--- config.mk ---
export PLATFORM = sky130hd
export DESIGN_NAME = esrb_ctrl
export DESIGN_NICKNAME = d
export VERILOG_FILES = /design/src/esrb_pkg.sv /design/src/esrb_ctrl.sv
export SDC_FILE = /design/constraint.sdc
export NUM_CORES = 1
export LEC_CHECK = 0
export BUFFER_PORTS_ARGS = -buffer_cell sky130_fd_sc_hd__clkbuf_2
export CAP_MARGIN = 5
export CORE_MARGIN = 2
export CORE_UTILIZATION = 25
export DETAILED_ROUTE_END_ITERATION = 7
export PLACE_DENSITY_LB_ADDON = 0.12
export SLEW_MARGIN = 25
export SYNTH_ARGS = -nofsm -noshare
export SYNTH_HDL_FRONTEND = slang
export SYNTH_SLANG_ARGS = --single-unit
--- constraint.sdc ---
create_clock -name clk -period 4.1 [get_ports clk]
set_clock_uncertainty 0.05 [all_clocks]
set_input_delay 0.205 -clock clk [delete_from_list [all_inputs] [get_ports clk]]
set_output_delay 0.205 -clock clk [all_outputs]
set_load 0.02 [all_outputs]
--- src/esrb_pkg.sv ---
// Shared types, codes and register-field helpers for the socket register bank.
// Used by the controller, the datapath and the top level.
package esrb_pkg;

  // default sizes
  localparam int DefStoreDepth = 65536;
  localparam int DefSockets    = 4;
  localparam int DefRingBytes  = 2048;
  localparam int MaxSockets    = 4;

  // item command codes
  localparam logic [2:0] CMD_BUS_RD  = 3'd0;
  localparam logic [2:0] CMD_BUS_WR  = 3'd1;
  localparam logic [2:0] CMD_CONN_OK = 3'd2;
  localparam logic [2:0] CMD_CONN_NG = 3'd3;
  localparam logic [2:0] CMD_RX_BYTE = 3'd4;
  localparam logic [2:0] CMD_PEER_CL = 3'd5;

  // bus ports
  localparam logic [1:0] PORT_MODE = 2'd0;
  localparam logic [1:0] PORT_ADDH = 2'd1;
  localparam logic [1:0] PORT_ADDL = 2'd2;
  localparam logic [1:0] PORT_DATA = 2'd3;

  // socket commands
  localparam logic [7:0] SC_OPEN    = 8'h01;
  localparam logic [7:0] SC_CONNECT = 8'h04;
  localparam logic [7:0] SC_DISCON  = 8'h08;
  localparam logic [7:0] SC_CLOSE   = 8'h10;
  localparam logic [7:0] SC_SEND    = 8'h20;
  localparam logic [7:0] SC_RECV    = 8'h40;

  // socket status codes
  localparam logic [7:0] ST_CLOSED    = 8'h00;
  localparam logic [7:0] ST_INIT      = 8'h13;
  localparam logic [7:0] ST_SYNSENT   = 8'h15;
  localparam logic [7:0] ST_EST       = 8'h17;
  localparam logic [7:0] ST_CLOSEWAIT = 8'h1C;
  localparam logic [7:0] ST_UDP       = 8'h22;

  localparam logic [7:0] MODE_RESET  = 8'h03;
  localparam logic [15:0] RING_BASE  = 16'h6000;
  localparam logic [5:0] SOCK_REGION = 6'b000001;

  // socket register offsets
  localparam logic [7:0] OFS_MODE   = 8'h00;
  localparam logic [7:0] OFS_CMD    = 8'h01;
  localparam logic [7:0] OFS_STAT   = 8'h03;
  localparam logic [7:0] OFS_TXFR_H = 8'h20;
  localparam logic [7:0] OFS_TXFR_L = 8'h21;
  localparam logic [7:0] OFS_TXRD_H = 8'h22;
  localparam logic [7:0] OFS_TXRD_L = 8'h23;
  localparam logic [7:0] OFS_TXWR_H = 8'h24;
  localparam logic [7:0] OFS_TXWR_L = 8'h25;
  localparam logic [7:0] OFS_RXSZ_H = 8'h26;
  localparam logic [7:0] OFS_RXSZ_L = 8'h27;
  localparam logic [7:0] OFS_RXRD_H = 8'h28;
  localparam logic [7:0] OFS_RXRD_L = 8'h29;

  typedef struct packed {
    logic [7:0]  mode;
    logic [7:0]  cmd;
    logic [7:0]  stat;
    logic [15:0] txfree;
    logic [15:0] txrd;
    logic [15:0] txwr;
    logic [15:0] rxsize;
    logic [15:0] rxrd;
  } sock_regs_t;

  typedef struct packed {
    logic load;
    logic exec;
    logic capture;
    logic clear_step;
  } ctrl_cmd_t;

  typedef struct packed {
    logic need_read;
    logic clr_pend;
    logic clear_done;
  } ctrl_stat_t;

  // offset held in socket flops rather than the store
  function automatic logic sock_hit(input logic [7:0] ofs);
    logic hit;
    case (ofs)
      OFS_MODE, OFS_CMD, OFS_STAT, OFS_TXFR_H, OFS_TXFR_L, OFS_TXRD_H, OFS_TXRD_L,
      OFS_TXWR_H, OFS_TXWR_L, OFS_RXSZ_H, OFS_RXSZ_L, OFS_RXRD_H, OFS_RXRD_L: hit = 1'b1;
      default: hit = 1'b0;
    endcase
    return hit;
  endfunction

  function automatic logic [7:0] sock_rd(input sock_regs_t r, input logic [7:0] ofs);
    logic [7:0] v;
    case (ofs)
      OFS_MODE:   v = r.mode;
      OFS_CMD:    v = r.cmd;
      OFS_STAT:   v = r.stat;
      OFS_TXFR_H: v = r.txfree[15:8];
      OFS_TXFR_L: v = r.txfree[7:0];
      OFS_TXRD_H: v = r.txrd[15:8];
      OFS_TXRD_L: v = r.txrd[7:0];
      OFS_TXWR_H: v = r.txwr[15:8];
      OFS_TXWR_L: v = r.txwr[7:0];
      OFS_RXSZ_H: v = r.rxsize[15:8];
      OFS_RXSZ_L: v = r.rxsize[7:0];
      OFS_RXRD_H: v = r.rxrd[15:8];
      OFS_RXRD_L: v = r.rxrd[7:0];
      default:    v = 8'h00;
    endcase
    return v;
  endfunction

  function automatic sock_regs_t sock_wr(input sock_regs_t r, input logic [7:0] ofs,
                                         input logic [7:0] v);
    sock_regs_t o;
    o = r;
    case (ofs)
      OFS_MODE:   o.mode = v;
      OFS_CMD:    o.cmd = v;
      OFS_STAT:   o.stat = v;
      OFS_TXFR_H: o.txfree[15:8] = v;
      OFS_TXFR_L: o.txfree[7:0] = v;
      OFS_TXRD_H: o.txrd[15:8] = v;
      OFS_TXRD_L: o.txrd[7:0] = v;
      OFS_TXWR_H: o.txwr[15:8] = v;
      OFS_TXWR_L: o.txwr[7:0] = v;
      OFS_RXSZ_H: o.rxsize[15:8] = v;
      OFS_RXSZ_L: o.rxsize[7:0] = v;
      OFS_RXRD_H: o.rxrd[15:8] = v;
      OFS_RXRD_L: o.rxrd[7:0] = v;
      default:    o = r;
    endcase
    return o;
  endfunction

endpackage

--- src/esrb_ctrl.sv ---
// Controller state machine: store clear sweep, item execute, read wait, result hold.
// Depends on esrb_pkg.
module esrb_ctrl import esrb_pkg::*; (
  input  logic       clk,
  input  logic       rst_n,
  input  logic       in_valid,
  output logic       in_ready,
  output logic       out_valid,
  input  logic       out_ready,
  input  ctrl_stat_t stat,
  output ctrl_cmd_t  cmd
);
  typedef enum logic [4:0] {
    S_CLEAR = 5'b00001,
    S_IDLE  = 5'b00010,
    S_EXEC  = 5'b00100,
    S_RDW   = 5'b01000,
    S_OUT   = 5'b10000
  } state_t;

  state_t state_r, state_nxt;

  always_ff @(posedge clk) begin
    if (!rst_n) begin
      state_r <= S_CLEAR;
    end else begin
      state_r <= state_nxt;
    end
  end

  // next state and commands
  always_comb begin
    state_nxt = state_r;
    cmd = '0;
    in_ready = 1'b0;
    out_valid = 1'b0;
    case (state_r)
      S_CLEAR: begin
        cmd.clear_step = 1'b1;
        if (stat.clear_done) state_nxt = S_IDLE;
      end
      S_IDLE: begin
        in_ready = 1'b1;
        if (in_valid) begin
          cmd.load = 1'b1;
          state_nxt = S_EXEC;
        end
      end
      S_EXEC: begin
        cmd.exec = 1'b1;
        state_nxt = stat.need_read ? S_RDW : S_OUT;
      end
      S_RDW: begin
        cmd.capture = 1'b1;
        state_nxt = S_OUT;
      end
      S_OUT: begin
        out_valid = 1'b1;
        if (out_ready) state_nxt = stat.clr_pend ? S_CLEAR : S_IDLE;
      end
      default: state_nxt = S_CLEAR;
    endcase
  end

  a_clear_quiet: assert property (@(posedge clk) disable iff (!rst_n)
    cmd.clear_step |-> !in_ready && !out_valid) else $error("clear overlaps traffic");
  a_exec_after_load: assert property (@(posedge clk) disable iff (!rst_n)
    cmd.load |=> cmd.exec) else $error("load not followed by execute");
  a_capture_order: assert property (@(posedge clk) disable iff (!rst_n)
    cmd.capture |=> out_valid) else $error("capture not followed by result");
endmodule

==> results by group <==
Floorplanning
  – Die height: 40.01 um
  – Cell Rows: 12
  – Starting density of the core: 0.2803
  – Core ar.: 1156 um^2
  – Die Width: 40.01 um
  – Die area: 1600 um^2
  – I/O pins: 13

Finish
  – Multi-input logic area: 216.5 um^2
  – Ant diodes: 0
  – Area grow syn2layout: 32.05%
  – FF+latch area: 100.1 um^2
  – Top reg by flops: state_r
  – Share of cells above drive strength 1: 0.2931
  – Top flop regs: state_r x5
  – Fin nets: 66
  – Fill cell count: 132
  – Max FFs per register: 5
  – Final instance area: 427.9 um^2

Critical path
  – Req. time, crit path: 3.85 ns
  – Critical path arrival: 1.37 ns
  – Crit path max fanout: 7
  – Crit path capture type: primary output
  – R2R depth: 4
  – CP Launch Type: flip-flop
  – Crit path kind: reg -> out

Synth
  – #FFs+latches synth: 5
  – Syn nets: 49
  – Number of flops mapped to enable cells by yosys: 0
  – Synth Flop Type: dfxtp_1
  – Mapped cell area: 324.1 um^2
  – FFs w/ async S/R, synth: 0
  – Mean post-synth cell area: 7.716 um^2
  – Top cell type's share of synthesized area: 0.3089
  – Seq/Total Area, Yosys: 0.3089
  – Yosys cell types: 20
  – Mapped Cells: 42
  – Largest cells by area after synthesis: dfxtp_1 31%, nand2b_1 7.7%, or3_4 6.9%, and3_1 5.8%, a21oi_1 4.6%
  – Ys Warns: 0
  – Yosys top cell by area: dfxtp_1

STA
  – Fin. Hold Viols: 0
  – Final min period: 1.624 ns
  – Least-Margin Pin Slew: 0.3459 ns
  – RSZ-0062 raised after global routing: no
  – Max Clock Freq: 615.7 MHz
  – Final worst path period share: 0.3962
  – Slew headroom: 0.7665
  – Setup ws final: 2.476 ns
  – Setup_tns: 0 ns
  – Final-report max-slew violation count: 0
  – Number of setup violations in the final report: 0

GRT
  – Vias in the first global route: 299
  – Global-route wire length before repair: 1248 um
  – Initial antenna violation count: 0
  – Total grt overflow: 0
  – Pin count of the biggest net entering global routing: 10
  – Total GRT Usage: 0.1246

Placed design
  – Dpl ws: 2.593 ns
  – IO buf count: 12
  – Final Wtd Congestion: 0.7448
  – Placed inst area: 401.6 um^2
  – Dpl hpwl: 625.9 um

Clock tree
  – CTS Hold Bufs: 0
  – Htree depth: 1
  – Count of cells resized by post-cts repair: 0
  – CTS sink cnt: 5
  – Clock buffer count from CTS: 3
  – Reg clk slew, reported paths: 0.04 ns
  – CTS tree: done
  – Post-CTS Setup Repair Bufs: 0
  – Max Buffers Root-to-Sink: 2
  – CTS Root Cell: clkbuf_4
  – Clk_lat worst skew: 0.24 ns

Routing
  – Via count: 352
  – Initial drt markers: 6
  – Drt drc: 0
  – Via density: 4.889
  – Post-DR wirelength/cell: 11.07 um
  – DRT Pass-1 Iters: 4
  – WL final: 797 um
  – Antenna-violating nets left: 0

Status
  – Outcome: finished, final reports clean

Power and ir drop
  – Maximum vdd drop: 0.1491 mV
  – Leakage: 0.1874 nW
  – PnR Total Power: 167.4 uW
  – PD cells: 391.3 nW/um^2

Worst hold path
  – Tightest Hold Check Type: in -> reg
  – Hold depth: 2

Run
  – Max-Cap Viols: 0
worst max-delay path, stage by stage (launching register included):
cell	delay (ns)
dfxtp_1	0.42
or2b_1	0.26
nor4_1	0.22
clkbuf_2	0.23
power breakdown:
group	switching (mW)	internal [mW]	leakage [nW]	total, mW
combinational	0.0253	0.0213	0.132	0.0466
clock	0.0209	0.0368	0.0150	0.0577
sequential	0.00966	0.0535	0.0408	0.0631
total	0.0558	0.112	0.187	0.167
cell type report:
type | instances | share of cell area
clock buffers | 4 | 0.06140
multi-input cells | 35 | 0.5058
flip-flops and latches | 5 | 0.2339
repair buffers | 12 | 0.1404
well taps | 14 | 0.04094
inverters | 2 | 0.01754
cells in the mapped netlist, types with 2 or more instances:
cell type	count
nor3b_1	2
inv_1	2
or3_4	2
o21ai_0	3
nand3_1	3
nand2b_1	4
and3_1	3
a21oi_1	3
nor2_1	4
nor4_1	2
dfxtp_1	5
final timing paths:
path / start / endpoint / slack, ns
setup / recovery: state_r[2]$_SDFFE_PN0P_ / cmd[2] / 2.48
hold / removal: stat[2] / state_r[3]$_SDFFE_PN0P_ / 0.16
setup reg to reg: state_r[2]$_SDFFE_PN0P_ / state_r[0]$_SDFFE_PN1P_ / 2.59
hold reg to reg: state_r[2]$_SDFFE_PN0P_ / state_r[0]$_SDFFE_PN1P_ / 0.54
metrics by stage:
step | instances | hold WS [ns] | util
finish | 72 | 0.1602 | 0.3701
global route | 72 | 0.1786 | 0.3701
CTS | 72 | 0.1590 | 0.3701
detailed placement | 68 | 0.4082 | 0.3474
global placement | 68 | 0.4237 | 0.3474
floorplan | 42 | 0.3009 | -
kinds of logic (layout without fill, tap and decap cells):
logic type	Yosys count	count (layout)	synth area share
flip-flops	5	5	0.3089
AO/OA/AOI/OAI	11	11	0.2123
AND/OR/NAND/NOR	24	24	0.4556
buffers and inverters	2	18	0.02317
metal layers:
layer,routed length [um],GRT usage
met5,0,0
met4,7,0.1034
met3,77,0.03333
met2,329,0.1653
met1,382,0.1639
layout by cell type, fill, tap and decap left out, types with 2 or more instances in the layout:
master / Yosys / layout
inv_1: 2 / 2
o21ai_0: 3 / 3
dfxtp_1: 5 / 5
nand3_1: 3 / 3
clkbuf_4: 0 / 3
nor4_1: 2 / 2
a21oi_1: 3 / 3
and3_1: 3 / 3
nor3b_1: 2 / 2
nor2_1: 4 / 4
nand2b_1: 4 / 4
or3_4: 2 / 2
clkbuf_2: 0 / 12
No activity file was read; power rests on OpenSTA's default activity.
